### src/sv/idaz_pkg.sv
package idaz_pkg;

    localparam int DIST_W      = 15;
    localparam int LIMIT_W     = 7;
    localparam int INTERVAL_W  = 16;
    localparam int TIME_W      = 32;
    localparam int CFG_INDEX_W = 3;
    localparam int CFG_DATA_W  = 16;
    localparam int FRAC_W      = 8;

    localparam logic [CFG_INDEX_W-1:0] CFG_NEAR_LIMIT     = 3'd0;
    localparam logic [CFG_INDEX_W-1:0] CFG_MIDDLE_LIMIT   = 3'd1;
    localparam logic [CFG_INDEX_W-1:0] CFG_FAR_LIMIT      = 3'd2;
    localparam logic [CFG_INDEX_W-1:0] CFG_RANGE_LIMIT    = 3'd3;
    localparam logic [CFG_INDEX_W-1:0] CFG_BLINK_INTERVAL = 3'd4;

    localparam logic [LIMIT_W-1:0]    NEAR_LIMIT_RST     = 7'd10;
    localparam logic [LIMIT_W-1:0]    MIDDLE_LIMIT_RST   = 7'd30;
    localparam logic [LIMIT_W-1:0]    FAR_LIMIT_RST      = 7'd50;
    localparam logic [LIMIT_W-1:0]    RANGE_LIMIT_RST    = 7'd80;
    localparam logic [INTERVAL_W-1:0] BLINK_INTERVAL_RST = 16'd500;

    localparam logic [DIST_W-1:0] DIST_MAX = 15'h7fff;

    typedef struct packed {
        logic [LIMIT_W-1:0]    near_limit_cm;
        logic [LIMIT_W-1:0]    middle_limit_cm;
        logic [LIMIT_W-1:0]    far_limit_cm;
        logic [LIMIT_W-1:0]    range_limit_cm;
        logic [INTERVAL_W-1:0] blink_interval_ms;
    } t_cfg;

    typedef struct packed {
        logic [DIST_W-1:0] distance_q8;
        logic              far_on;
        logic              middle_on;
        logic              near_on;
        logic              alarm_active;
        logic              alarm_red;
    } t_result;

    function automatic logic [63:0] isqrt64(input logic [63:0] v_in);
        logic [63:0] v;
        logic [63:0] res;
        logic [63:0] b;
        v   = v_in;
        res = '0;
        b   = 64'd1 << 62;
        for (int i = 0; i < 32; i++) begin
            if (b > v) begin
                b = b >> 2;
            end
        end
        for (int i = 0; i < 32; i++) begin
            if (b != 64'd0) begin
                if (v >= res + b) begin
                    v   = v - (res + b);
                    res = (res >> 1) + b;
                end else begin
                    res = res >> 1;
                end
                b = b >> 2;
            end
        end
        return res;
    endfunction

    // floor(log2(x) * 2^16) by repeated squaring in q30
    function automatic longint log2_q16(input logic [63:0] x);
        int          n;
        logic [63:0] y;
        longint      r;
        n = 0;
        for (int i = 0; i < 64; i++) begin
            if (x[i]) begin
                n = i;
            end
        end
        y = (n >= 30) ? (x >> (n - 30)) : (x << (30 - n));
        r = longint'(n) * 65536;
        for (int i = 15; i >= 0; i--) begin
            y = (y * y) >> 30;
            if (y >= (64'd2 << 30)) begin
                y = y >> 1;
                r = r + (longint'(1) << i);
            end
        end
        return r;
    endfunction

    // 2^(f / 2^16) in q30
    function automatic logic [63:0] pow2_frac_q30(input logic [15:0] f);
        logic [63:0] acc;
        logic [63:0] root;
        acc  = 64'd1 << 30;
        root = 64'd2 << 30;
        for (int i = 15; i >= 0; i--) begin
            root = isqrt64(root << 30);
            if (f[i]) begin
                acc = (acc * root) >> 30;
            end
        end
        return acc;
    endfunction

    // curve breakpoint for a nonzero mean held as q16
    function automatic logic [DIST_W-1:0] curve_entry(input logic [63:0] mq);
        longint      lead;
        longint      t;
        longint      e;
        int          n;
        logic [63:0] v;
        lead = log2_q16(64'd40797) + (longint'(8) <<< 16);
        t    = log2_q16(mq) - (longint'(16) <<< 16);
        e    = lead - (t * 1284) / 1000;
        if (e < 0) begin
            v = '0;
        end else if (e >= (longint'(15) <<< 16)) begin
            v = 64'(DIST_MAX);
        end else begin
            n = int'(e >>> 16);
            v = (pow2_frac_q30(e[15:0]) << n) >> 30;
            if (v > 64'(DIST_MAX)) begin
                v = 64'(DIST_MAX);
            end
        end
        return v[DIST_W-1:0];
    endfunction

endpackage

### src/sv/idaz_ram.sv
module idaz_ram #(
    parameter int WIDTH = 10,
    parameter int DEPTH = 10
) (
    input  logic                     i_clk,
    input  logic                     i_wr_en,
    input  logic [$clog2(DEPTH)-1:0] i_wr_addr,
    input  logic [WIDTH-1:0]         i_wr_data,
    input  logic [$clog2(DEPTH)-1:0] i_rd_addr,
    output logic [WIDTH-1:0]         o_rd_data
);

    logic [WIDTH-1:0] r_mem [DEPTH];
    logic [WIDTH-1:0] r_rd_data;

    always_ff @(posedge i_clk) begin
        if (i_wr_en) begin
            r_mem[i_wr_addr] <= i_wr_data;
        end
        r_rd_data <= r_mem[i_rd_addr];
    end

    assign o_rd_data = r_rd_data;

endmodule

### src/sv/idaz_queue.sv
module idaz_queue #(
    parameter int WIDTH = 8,
    parameter int DEPTH = 4
) (
    input  logic             i_clk,
    input  logic             i_rst_n,
    input  logic             i_wr,
    input  logic [WIDTH-1:0] i_wr_data,
    output logic             o_full,
    input  logic             i_rd,
    output logic             o_empty,
    output logic [WIDTH-1:0] o_rd_data
);

    localparam int PTR_W = $clog2(DEPTH);
    localparam int CNT_W = $clog2(DEPTH + 1);

    logic [WIDTH-1:0] r_mem [DEPTH];
    logic [PTR_W-1:0] r_wr_ptr;
    logic [PTR_W-1:0] r_rd_ptr;
    logic [CNT_W-1:0] r_count;
    logic [PTR_W-1:0] n_wr_ptr;
    logic [PTR_W-1:0] n_rd_ptr;
    logic [CNT_W-1:0] n_count;
    logic             w_wr_ok;
    logic             w_rd_ok;

    assign o_full    = (r_count == CNT_W'(DEPTH));
    assign o_empty   = (r_count == '0);
    assign o_rd_data = r_mem[r_rd_ptr];
    assign w_wr_ok   = i_wr && !o_full;
    assign w_rd_ok   = i_rd && !o_empty;

    always_comb begin
        n_wr_ptr = r_wr_ptr;
        n_rd_ptr = r_rd_ptr;
        n_count  = r_count;
        if (w_wr_ok) begin
            n_wr_ptr = (r_wr_ptr == PTR_W'(DEPTH - 1)) ? '0 : r_wr_ptr + PTR_W'(1);
        end
        if (w_rd_ok) begin
            n_rd_ptr = (r_rd_ptr == PTR_W'(DEPTH - 1)) ? '0 : r_rd_ptr + PTR_W'(1);
        end
        case ({w_wr_ok, w_rd_ok})
            2'b10: begin
                n_count = r_count + CNT_W'(1);
            end
            2'b01: begin
                n_count = r_count - CNT_W'(1);
            end
            default: begin
                n_count = r_count;
            end
        endcase
    end

    always_ff @(posedge i_clk) begin
        if (!i_rst_n) begin
            r_wr_ptr <= '0;
            r_rd_ptr <= '0;
            r_count  <= '0;
        end else begin
            r_wr_ptr <= n_wr_ptr;
            r_rd_ptr <= n_rd_ptr;
            r_count  <= n_count;
        end
    end

    always_ff @(posedge i_clk) begin
        if (w_wr_ok) begin
            r_mem[r_wr_ptr] <= i_wr_data;
        end
    end

endmodule

### src/sv/idaz_front.sv
module idaz_front #(
    parameter int WINDOW      = 10,
    parameter int SAMPLE_BITS = 10,
    parameter int SUM_W       = 14
) (
    input  logic                   i_clk,
    input  logic                   i_rst_n,
    input  logic                   i_push,
    input  logic                   i_full,
    input  logic [SAMPLE_BITS-1:0] i_sample,
    output logic                   o_wr,
    output logic [SUM_W-1:0]       o_sum
);

    localparam int SLOT_W = $clog2(WINDOW);

    logic [SLOT_W-1:0]      r_slot;
    logic [SLOT_W-1:0]      n_slot;
    logic                   r_wrapped;
    logic [SUM_W-1:0]       r_sum;
    logic [SUM_W-1:0]       n_sum;
    logic [SAMPLE_BITS-1:0] w_ram_rd;
    logic [SAMPLE_BITS-1:0] w_old;
    logic                   w_accept;
    logic                   w_last_slot;

    assign w_accept    = i_push && !i_full;
    assign w_last_slot = (r_slot == SLOT_W'(WINDOW - 1));
    // slots not yet written since reset count as zero
    assign w_old       = r_wrapped ? w_ram_rd : '0;
    assign n_sum       = r_sum - SUM_W'(w_old) + SUM_W'(i_sample);

    always_comb begin
        n_slot = r_slot;
        if (w_accept) begin
            n_slot = w_last_slot ? '0 : r_slot + SLOT_W'(1);
        end
    end

    idaz_ram #(
        .WIDTH (SAMPLE_BITS),
        .DEPTH (WINDOW)
    ) u_ring (
        .i_clk     (i_clk),
        .i_wr_en   (w_accept),
        .i_wr_addr (r_slot),
        .i_wr_data (i_sample),
        .i_rd_addr (n_slot),
        .o_rd_data (w_ram_rd)
    );

    always_ff @(posedge i_clk) begin
        if (!i_rst_n) begin
            r_slot    <= '0;
            r_wrapped <= 1'b0;
            r_sum     <= '0;
        end else begin
            r_slot <= n_slot;
            if (w_accept) begin
                r_sum <= n_sum;
                if (w_last_slot) begin
                    r_wrapped <= 1'b1;
                end
            end
        end
    end

    assign o_wr  = w_accept;
    assign o_sum = n_sum;

endmodule

### src/sv/idaz_back.sv
module idaz_back #(
    parameter int WINDOW         = 10,
    parameter int SAMPLE_BITS    = 10,
    parameter int CURVE_SEGMENTS = 64,
    parameter int SUM_W          = 14
) (
    input  logic                         i_clk,
    input  logic                         i_rst_n,
    input  idaz_pkg::t_cfg               i_cfg,
    input  logic                         i_item_avail,
    input  logic [SUM_W-1:0]             i_sum,
    input  logic [idaz_pkg::TIME_W-1:0]  i_time_ms,
    output logic                         o_pop,
    input  logic                         i_res_full,
    output logic                         o_res_wr,
    output idaz_pkg::t_result            o_result
);

    localparam int DIST_W = idaz_pkg::DIST_W;
    localparam int TIME_W = idaz_pkg::TIME_W;
    localparam int SEG_W  = $clog2(CURVE_SEGMENTS + 1);
    localparam int NUM_W  = SUM_W + SEG_W;
    localparam int A_W    = NUM_W - SAMPLE_BITS;
    localparam int K_W    = $clog2(CURVE_SEGMENTS);
    localparam int RW_W   = $clog2(WINDOW);
    localparam int REM_W  = RW_W + SAMPLE_BITS;
    localparam int P2_W   = DIST_W + REM_W;
    localparam int B_W    = DIST_W + RW_W;
    localparam logic [A_W-1:0] M1 = A_W'((64'd1 << A_W) / WINDOW);
    localparam logic [B_W-1:0] M2 = B_W'((64'd1 << B_W) / WINDOW);

    logic [DIST_W-1:0] w_curve [CURVE_SEGMENTS + 1];

    for (genvar kk = 0; kk <= CURVE_SEGMENTS; kk++) begin : g_curve
        if (kk == 0) begin : g_first
            assign w_curve[kk] = idaz_pkg::DIST_MAX;
        end else begin : g_point
            localparam logic [63:0] MQ =
                (64'(kk) << (SAMPLE_BITS + 16)) / CURVE_SEGMENTS;
            localparam logic [DIST_W-1:0] ENTRY = idaz_pkg::curve_entry(MQ);
            assign w_curve[kk] = ENTRY;
        end
    end

    logic w_en;
    logic r_v1, r_v2, r_v3, r_v4, r_v5, r_v6, r_v7;

    logic [A_W-1:0]         r1_a;
    logic [SAMPLE_BITS-1:0] r1_lo;
    logic [TIME_W-1:0]      r1_time;
    logic [A_W-1:0]         r2_q0;
    logic [A_W-1:0]         r2_a;
    logic [SAMPLE_BITS-1:0] r2_lo;
    logic [TIME_W-1:0]      r2_time;
    logic [K_W-1:0]         r3_k;
    logic [REM_W-1:0]       r3_rem;
    logic [TIME_W-1:0]      r3_time;
    logic [DIST_W-1:0]      r4_base;
    logic [DIST_W-1:0]      r4_diff;
    logic                   r4_up;
    logic [REM_W-1:0]       r4_rem;
    logic [TIME_W-1:0]      r4_time;
    logic [B_W-1:0]         r5_b;
    logic [DIST_W-1:0]      r5_base;
    logic                   r5_up;
    logic [TIME_W-1:0]      r5_time;
    logic [B_W-1:0]         r6_q0;
    logic [B_W-1:0]         r6_b;
    logic [DIST_W-1:0]      r6_base;
    logic                   r6_up;
    logic [TIME_W-1:0]      r6_time;
    logic [DIST_W-1:0]      r7_dist;
    logic [TIME_W-1:0]      r7_time;
    logic                   r_phase;
    logic [TIME_W-1:0]      r_last_toggle;
    logic                   n_phase;
    logic [TIME_W-1:0]      n_last_toggle;

    logic [NUM_W-1:0]   w_num;
    logic [2*A_W-1:0]   w_prod1;
    logic [A_W-1:0]     w_r0;
    logic               w_wrap;
    logic [DIST_W-1:0]  w_cur0;
    logic [DIST_W-1:0]  w_cur1;
    logic               w_up;
    logic [P2_W-1:0]    w_prod2;
    logic [2*B_W-1:0]   w_prod3;
    logic [B_W-1:0]     w_rb;
    logic               w_fix;
    logic [DIST_W-1:0]  w_q;
    logic [DIST_W-1:0]  w_dist;
    logic [DIST_W-1:0]  w_range;
    logic [DIST_W-1:0]  w_near;
    logic [DIST_W-1:0]  w_middle;
    logic [DIST_W-1:0]  w_far;
    logic [TIME_W-1:0]  w_elapsed;
    logic               w_alarm;

    assign w_en     = !r_v7 || !i_res_full;
    assign o_pop    = w_en && i_item_avail;
    assign o_res_wr = r_v7 && !i_res_full;

    // position on the curve: sum * segments / (window * 2^sample_bits)
    assign w_num   = NUM_W'(i_sum) * NUM_W'(CURVE_SEGMENTS);
    assign w_prod1 = (2*A_W)'(r1_a) * (2*A_W)'(M1);
    assign w_r0    = r2_a - r2_q0 * A_W'(WINDOW);
    assign w_wrap  = (w_r0 >= A_W'(WINDOW));

    assign w_cur0  = w_curve[SEG_W'(r3_k)];
    assign w_cur1  = w_curve[SEG_W'(r3_k) + SEG_W'(1)];
    assign w_up    = (w_cur1 > w_cur0);

    // interpolation step: diff * rem / (window * 2^sample_bits)
    assign w_prod2 = P2_W'(r4_diff) * P2_W'(r4_rem);
    assign w_prod3 = (2*B_W)'(r5_b) * (2*B_W)'(M2);
    assign w_rb    = r6_b - r6_q0 * B_W'(WINDOW);
    assign w_fix   = (w_rb >= B_W'(WINDOW));
    assign w_q     = DIST_W'(r6_q0 + B_W'(w_fix));
    assign w_dist  = r6_up ? r6_base + w_q : r6_base - w_q;
    assign w_range = {i_cfg.range_limit_cm, {idaz_pkg::FRAC_W{1'b0}}};

    assign w_near    = {i_cfg.near_limit_cm, {idaz_pkg::FRAC_W{1'b0}}};
    assign w_middle  = {i_cfg.middle_limit_cm, {idaz_pkg::FRAC_W{1'b0}}};
    assign w_far     = {i_cfg.far_limit_cm, {idaz_pkg::FRAC_W{1'b0}}};
    assign w_alarm   = (r7_dist < w_near);
    assign w_elapsed = r7_time - r_last_toggle;

    always_comb begin
        n_phase       = r_phase;
        n_last_toggle = r_last_toggle;
        if (w_alarm) begin
            if (w_elapsed >= TIME_W'(i_cfg.blink_interval_ms)) begin
                n_phase       = !r_phase;
                n_last_toggle = r7_time;
            end
        end else begin
            n_phase       = 1'b0;
            n_last_toggle = r7_time;
        end
    end

    always_comb begin
        o_result.distance_q8  = r7_dist;
        o_result.far_on       = !w_alarm && (r7_dist > w_far);
        o_result.middle_on    = !w_alarm && (r7_dist > w_middle);
        o_result.near_on      = !w_alarm && (r7_dist > w_near);
        o_result.alarm_active = w_alarm;
        o_result.alarm_red    = n_phase;
    end

    always_ff @(posedge i_clk) begin
        if (!i_rst_n) begin
            r_v1          <= 1'b0;
            r_v2          <= 1'b0;
            r_v3          <= 1'b0;
            r_v4          <= 1'b0;
            r_v5          <= 1'b0;
            r_v6          <= 1'b0;
            r_v7          <= 1'b0;
            r_phase       <= 1'b0;
            r_last_toggle <= '0;
        end else begin
            if (w_en) begin
                r_v1 <= o_pop;
                r_v2 <= r_v1;
                r_v3 <= r_v2;
                r_v4 <= r_v3;
                r_v5 <= r_v4;
                r_v6 <= r_v5;
                r_v7 <= r_v6;
            end
            if (o_res_wr) begin
                r_phase       <= n_phase;
                r_last_toggle <= n_last_toggle;
            end
        end
    end

    always_ff @(posedge i_clk) begin
        if (w_en) begin
            r1_a    <= w_num[NUM_W-1:SAMPLE_BITS];
            r1_lo   <= w_num[SAMPLE_BITS-1:0];
            r1_time <= i_time_ms;

            r2_q0   <= w_prod1[2*A_W-1:A_W];
            r2_a    <= r1_a;
            r2_lo   <= r1_lo;
            r2_time <= r1_time;

            r3_k    <= K_W'(r2_q0 + A_W'(w_wrap));
            r3_rem  <= {RW_W'(w_wrap ? w_r0 - A_W'(WINDOW) : w_r0), r2_lo};
            r3_time <= r2_time;

            r4_base <= w_cur0;
            r4_diff <= w_up ? w_cur1 - w_cur0 : w_cur0 - w_cur1;
            r4_up   <= w_up;
            r4_rem  <= r3_rem;
            r4_time <= r3_time;

            r5_b    <= w_prod2[P2_W-1:SAMPLE_BITS];
            r5_base <= r4_base;
            r5_up   <= r4_up;
            r5_time <= r4_time;

            r6_q0   <= w_prod3[2*B_W-1:B_W];
            r6_b    <= r5_b;
            r6_base <= r5_base;
            r6_up   <= r5_up;
            r6_time <= r5_time;

            r7_dist <= (w_dist > w_range) ? w_range : w_dist;
            r7_time <= r6_time;
        end
    end

endmodule

### src/sv/ir_distance_average_zone.sv
// Moving-average infrared range converter. Each request carries an ADC sample and a
// millisecond timestamp; the block averages the last WINDOW samples, maps the mean onto
// the distance curve by table interpolation and returns one result per request: the
// distance in unsigned Q7.8 cm clamped to the range limit, the far, middle and near
// zone flags and the alarm and blink phase. One request is taken every clock cycle while
// the request queue is not full; a request passes through a four-entry request queue and
// the seven-stage divide and interpolation pipeline on its way to the result queue.
// The sample ring needs no clearing pass after reset, and the configuration port is
// always ready; the user must write limits while no request is in flight (unenforced).
module ir_distance_average_zone #(
    parameter int WINDOW         = 10,
    parameter int SAMPLE_BITS    = 10,
    parameter int CURVE_SEGMENTS = 64
) (
    input  logic                               i_clk,
    input  logic                               i_rst_n,
    input  logic                               push,
    output logic                               full,
    input  logic [SAMPLE_BITS-1:0]             i_sample,
    input  logic [idaz_pkg::TIME_W-1:0]        i_time_ms,
    output logic                               empty,
    input  logic                               pop,
    output logic [idaz_pkg::DIST_W-1:0]        o_distance_q8,
    output logic                               o_far_on,
    output logic                               o_middle_on,
    output logic                               o_near_on,
    output logic                               o_alarm_active,
    output logic                               o_alarm_red,
    input  logic                               valid,
    output logic                               ready,
    input  logic [idaz_pkg::CFG_INDEX_W-1:0]   i_cfg_index,
    input  logic [idaz_pkg::CFG_DATA_W-1:0]    i_cfg_data
);

    localparam int SUM_W   = $clog2(WINDOW * ((1 << SAMPLE_BITS) - 1) + 1);
    localparam int TIME_W  = idaz_pkg::TIME_W;
    localparam int MID_W   = SUM_W + TIME_W;
    localparam int MID_D   = 4;
    localparam int RES_W   = $bits(idaz_pkg::t_result);
    localparam int RES_D   = 2;
    localparam int LIMIT_W = idaz_pkg::LIMIT_W;

    idaz_pkg::t_cfg    r_cfg;
    idaz_pkg::t_result w_result;
    idaz_pkg::t_result w_out;

    logic              w_front_wr;
    logic [SUM_W-1:0]  w_front_sum;
    logic              w_mid_empty;
    logic [MID_W-1:0]  w_mid_data;
    logic              w_pop_mid;
    logic              w_res_full;
    logic              w_res_wr;
    logic [RES_W-1:0]  w_out_bits;

    assign ready = 1'b1;

    always_ff @(posedge i_clk) begin
        if (!i_rst_n) begin
            r_cfg.near_limit_cm     <= idaz_pkg::NEAR_LIMIT_RST;
            r_cfg.middle_limit_cm   <= idaz_pkg::MIDDLE_LIMIT_RST;
            r_cfg.far_limit_cm      <= idaz_pkg::FAR_LIMIT_RST;
            r_cfg.range_limit_cm    <= idaz_pkg::RANGE_LIMIT_RST;
            r_cfg.blink_interval_ms <= idaz_pkg::BLINK_INTERVAL_RST;
        end else if (valid && ready) begin
            case (i_cfg_index)
                idaz_pkg::CFG_NEAR_LIMIT: begin
                    r_cfg.near_limit_cm <= i_cfg_data[LIMIT_W-1:0];
                end
                idaz_pkg::CFG_MIDDLE_LIMIT: begin
                    r_cfg.middle_limit_cm <= i_cfg_data[LIMIT_W-1:0];
                end
                idaz_pkg::CFG_FAR_LIMIT: begin
                    r_cfg.far_limit_cm <= i_cfg_data[LIMIT_W-1:0];
                end
                idaz_pkg::CFG_RANGE_LIMIT: begin
                    r_cfg.range_limit_cm <= i_cfg_data[LIMIT_W-1:0];
                end
                idaz_pkg::CFG_BLINK_INTERVAL: begin
                    r_cfg.blink_interval_ms <= i_cfg_data;
                end
                default: begin
                    r_cfg <= r_cfg;
                end
            endcase
        end
    end

    idaz_front #(
        .WINDOW      (WINDOW),
        .SAMPLE_BITS (SAMPLE_BITS),
        .SUM_W       (SUM_W)
    ) u_front (
        .i_clk    (i_clk),
        .i_rst_n  (i_rst_n),
        .i_push   (push),
        .i_full   (full),
        .i_sample (i_sample),
        .o_wr     (w_front_wr),
        .o_sum    (w_front_sum)
    );

    idaz_queue #(
        .WIDTH (MID_W),
        .DEPTH (MID_D)
    ) u_mid_queue (
        .i_clk     (i_clk),
        .i_rst_n   (i_rst_n),
        .i_wr      (w_front_wr),
        .i_wr_data ({w_front_sum, i_time_ms}),
        .o_full    (full),
        .i_rd      (w_pop_mid),
        .o_empty   (w_mid_empty),
        .o_rd_data (w_mid_data)
    );

    idaz_back #(
        .WINDOW         (WINDOW),
        .SAMPLE_BITS    (SAMPLE_BITS),
        .CURVE_SEGMENTS (CURVE_SEGMENTS),
        .SUM_W          (SUM_W)
    ) u_back (
        .i_clk        (i_clk),
        .i_rst_n      (i_rst_n),
        .i_cfg        (r_cfg),
        .i_item_avail (!w_mid_empty),
        .i_sum        (w_mid_data[MID_W-1:TIME_W]),
        .i_time_ms    (w_mid_data[TIME_W-1:0]),
        .o_pop        (w_pop_mid),
        .i_res_full   (w_res_full),
        .o_res_wr     (w_res_wr),
        .o_result     (w_result)
    );

    idaz_queue #(
        .WIDTH (RES_W),
        .DEPTH (RES_D)
    ) u_res_queue (
        .i_clk     (i_clk),
        .i_rst_n   (i_rst_n),
        .i_wr      (w_res_wr),
        .i_wr_data (w_result),
        .o_full    (w_res_full),
        .i_rd      (pop),
        .o_empty   (empty),
        .o_rd_data (w_out_bits)
    );

    assign w_out          = idaz_pkg::t_result'(w_out_bits);
    assign o_distance_q8  = w_out.distance_q8;
    assign o_far_on       = w_out.far_on;
    assign o_middle_on    = w_out.middle_on;
    assign o_near_on      = w_out.near_on;
    assign o_alarm_active = w_out.alarm_active;
    assign o_alarm_red    = w_out.alarm_red;

endmodule

### config.mk
export PLATFORM = sky130hd
export DESIGN_NAME = ir_distance_average_zone
export DESIGN_NICKNAME = d
export VERILOG_FILES = /design/src/sv/idaz_pkg.sv /design/src/sv/idaz_ram.sv /design/src/sv/idaz_queue.sv /design/src/sv/idaz_front.sv /design/src/sv/idaz_back.sv /design/src/sv/ir_distance_average_zone.sv
export SDC_FILE = /design/constraint.sdc
export NUM_CORES = 2
export LEC_CHECK = 0
export BUFFER_PORTS_ARGS = -buffer_cell sky130_fd_sc_hd__buf_2
export CORE_MARGIN = 8
export CORE_UTILIZATION = 25
export DETAILED_ROUTE_END_ITERATION = 8
export GPL_ROUTABILITY_DRIVEN = 1
export PLACE_DENSITY_LB_ADDON = 0.2
export SLEW_MARGIN = 40
export SYNTH_ARGS = -nofsm -noshare
export SYNTH_HDL_FRONTEND = slang
export SYNTH_SLANG_ARGS = --single-unit
export TNS_END_PERCENT = 50
### constraint.sdc
create_clock -name i_clk -period 10.5 [get_ports i_clk]
set_input_delay 1.05 -clock i_clk [delete_from_list [all_inputs] [get_ports i_clk]]
set_output_delay 1.05 -clock i_clk [all_outputs]
set_load 0.02 [all_outputs]
==> impl_metrics.csv <==
group,metric,value,unit
critical_path,crit_top_cell,"ha_1",
critical_path,cp-end-kind,"flip-flop",
critical_path,critPathBufInv,3,
synth,syn_area,0.04932,mm^2
placed_design,io_buffers,87,
floorplan,die_area,0.2117,mm^2
synth,synthArstFlopShare,0,%
synth,postSynthNetCount,4776,
route,wl,113600,um
route,routed_via_density,4.335,
timing,rsz0062_at_grt,"false",
critical_path,slowest_stage,"or4_4",
global_route,grt_pass1_wl,179000,um
job,max-cap-violations,0,
critical_path,required,10970,ps
timing,hold_violations,0,
outcome,status,"finished, final reports clean",
timing,drv_slew,0,
worst_hold_path,min_path_type,"reg2reg",
synth,synthFlopType,"edfxtp_1",
synth,synth.most_common_cell,"edfxtp_1",
global_route,grt_overflow,0,
critical_path,arrival,10240,ps
route,drcViolationCount,0,
worst_hold_path,hp-start,"u_back.r6_time[20]",
synth,synth_cells,4088,
cts,cts_max_path_buffers,3,
route,drt-pass1-iter-count,5,
timing,max_freq,102.3,MHz
floorplan,die_h,460.2,um
synth,synth_area_leaders,"edfxtp_1 (45%), ha_1 (11%), fa_1 (7.8%), dfxtp_1 (5.1%), inv_1 (3.4%)",
timing,period_share,93.10,%
timing,finalSetupTns,0,ps
cts,numClockSinks,861,
cts,clock_latency,730,ps
route,wl_per_cell,16.44,um
critical_path,reg2reg_to,"u_back.r7_dist[9]",
timing,whs,412.9,ps
route,initialDrtViolationCount,1645,
route,vias,29961,
floorplan,design.core.area,0.1966,mm^2
route,detail-route-antenna-nets,0,
synth,synth_top_area_cell,"edfxtp_1",
critical_path,critPathMaxFanout,11,
critical_path,reg2reg_slack,720,ps
placed_design,place_inst,6721,
floorplan,num_rows,163,
floorplan,initial_utilization,25.09,%
timing,layout_min_cycle_time,9775,ps
global_route,grt_usage,10.54,%
final_layout,layout.cells.non_filler,6912,
synth,ys_seq_elements,861,
synth,synth.avg_cell_area,12.06,um^2
critical_path,path_delay_family,"compound AO/OA/AOI/OAI gates",
synth,ys_top_cells_by_count,"edfxtp_1 (736), inv_1 (443), ha_1 (429)",
timing,worst_pin_slew,857.0,ps
global_route,grt_pass1_vias,30782,
floorplan,ios,89,
synth,synth_top_area_share,44.81,%
critical_path,r2r-start,"u_back.r6_q0[2]",
cts,cts_tree,"built",
final_layout,nets,4872,
timing,setup_viol_count_final,0,
timing,finalClockSkew,42.42,ps
critical_path,path_class,"reg2reg",
critical_path,cp_slowest_stage_delay,540,ps
final_layout,syn2layout_area_growth,14.66,%
floorplan,die_w,460.2,um
synth,synth.distinct_cells,86,
global_route,grt_max_degree,159,
placed_design,hpwl,81440,um
worst_hold_path,min_to,"u_back.r7_time[20]",
cts,root_buffer,"clkbuf_16",
cts,htree_levels,3,
final_layout,drive_gt1_share,10.87,%
critical_path,crit_path_start_kind,"flip-flop",
worst_hold_path,holdPathStages,0,
critical_path,worstRegToRegCells,44,
global_route,grt_antenna_before_repair,4,
timing,slew_headroom,42.26,%
cts,cts_made_buffers,98,
cts,path_clk_slew,60,ps
placed_design,place_congestion,0.8118,
synth,synth-edff-count,736,
synth,seq_area_frac_synth,49.89,%
synth,ys_warn_count,0,
[worst max-delay path by stage]
stage,slack [ps],depth (start not counted),start,endpoint
after floorplan,1100,3,u_res_queue.r_count[0],u_back.r1_a[0]
after global placement,160,43,u_back.r6_q0[2],u_back.r7_dist[9]
after detailed placement,220,43,u_back.r6_q0[2],u_back.r7_dist[9]
final,720,44,u_back.r6_q0[2],u_back.r7_dist[9]
after CTS,150,43,u_back.r6_q0[2],u_back.r7_dist[9]
after global routing,30,44,u_back.r6_q0[2],u_back.r7_dist[13]
[through the flow]
stage / instance area [um^2] / util (%) / setup slack (ps)
finish: 56550 / 28.76 / 724.8
global route: 56540 / 28.76 / 29.28
CTS: 56400 / 28.69 / 149.0
detailed placement: 53020 / 26.97 / 218.8
global placement: 52870 / 26.89 / 162.8
floorplan: 49320 / - / 1102
[timing repair]
action,4_1_cts,5_1_grt
endpoints found under the setup margin,0,15
buffers inserted,0,1
resized for setup,0,15
hold buffers,0,0
[worst register-to-register path: cells and delay by family, from the launching register on]
family                     cells  cell delay [ps]
xor gates and xnor gates       2              220
muxes                          2              580
and+or+nand+nor                8             1740
AOI/OAI and AO/OA             21             3820
DFF                            1              420
adders and majority gates      8             2450
buffers and inverters          3              330
[logic make-up (layout without fill, tap and decap cells)]
| family | count (synthesis) | in the layout | synth area share, % |
|---|---|---|---|
| xor gates and xnor gates | 176 | 176 | 3.125 |
| AOI/OAI and AO/OA | 688 | 688 | 9.019 |
| muxes | 173 | 173 | 5.320 |
| adders and majority gates | 622 | 622 | 18.72 |
| buffers and inverters | 583 | 764 | 4.541 |
| and+or+nand+nor | 984 | 984 | 9.384 |
| DFF | 861 | 861 | 49.89 |
| other | 1 | 4 | 0.007603 |
[cell usage in the layout (no fill, tap or decap), types with 31 or more instances in the layout]
cell / n
buf_2: 86
nand3_1: 49
xnor2_1: 114
a21o_1: 50
nor3_1: 61
xor2_1: 58
a21boi_0: 56
nand2_1: 392
inv_1: 442
a21oi_1: 173
edfxtp_1: 736
nor2b_1: 59
ha_1: 429
and2_1: 80
dfxtp_1: 122
mux2_2: 43
nor2_1: 191
o21ai_0: 149
fa_1: 193
clkbuf_16: 101
buf_4: 36
mux2i_1: 63
o21a_1: 31
mux4_2: 67
[routing by layer]
metal / vias up / track usage [%] / routed length, um
met3: 158 / 1.842 / 3893
li1: 14767 / - / -
met2: 423 / 16.74 / 51030
met1: 14611 / 14.95 / 56110
met5: - / 0 / 13
met4: 2 / 2.576 / 2564
[cell type report]
type	count	area [um^2]
diodes	3	7.507
clock buffers	114	2596
clock inverters	71	780.7
fillers	20362	140100
inverters	446	1687
multi-input cells	2644	22670
flip-flops and latches	861	24610
well taps	2640	3303
repair buffers	133	888.4
[state kept, by name, indices dropped and copies added (netlist names), 14 cells and up, named ones only]
register	cells
u_back.r3_time	32
u_back.r7_dist	15
u_back.r4_base	15
u_back.r1_time	32
u_back.r7_time	32
u_back.r6_b	18
u_back.r4_diff	15
u_back.r6_q0	16
u_back.r6_base	15
u_front.r_sum	14
u_back.r5_time	32
u_back.r6_time	32
u_back.r2_time	32
r_cfg	44
u_back.r_last_toggle	32
u_mid_queue.r_mem	184
u_front.u_ring.r_mem	100
u_back.r5_base	15
u_back.r5_b	19
u_res_queue.r_mem	40
u_back.r4_time	32
Power is left out: the tool's default activity adds up to more than one toggle a clock period on the data nets, which glitch-free logic cannot reach.
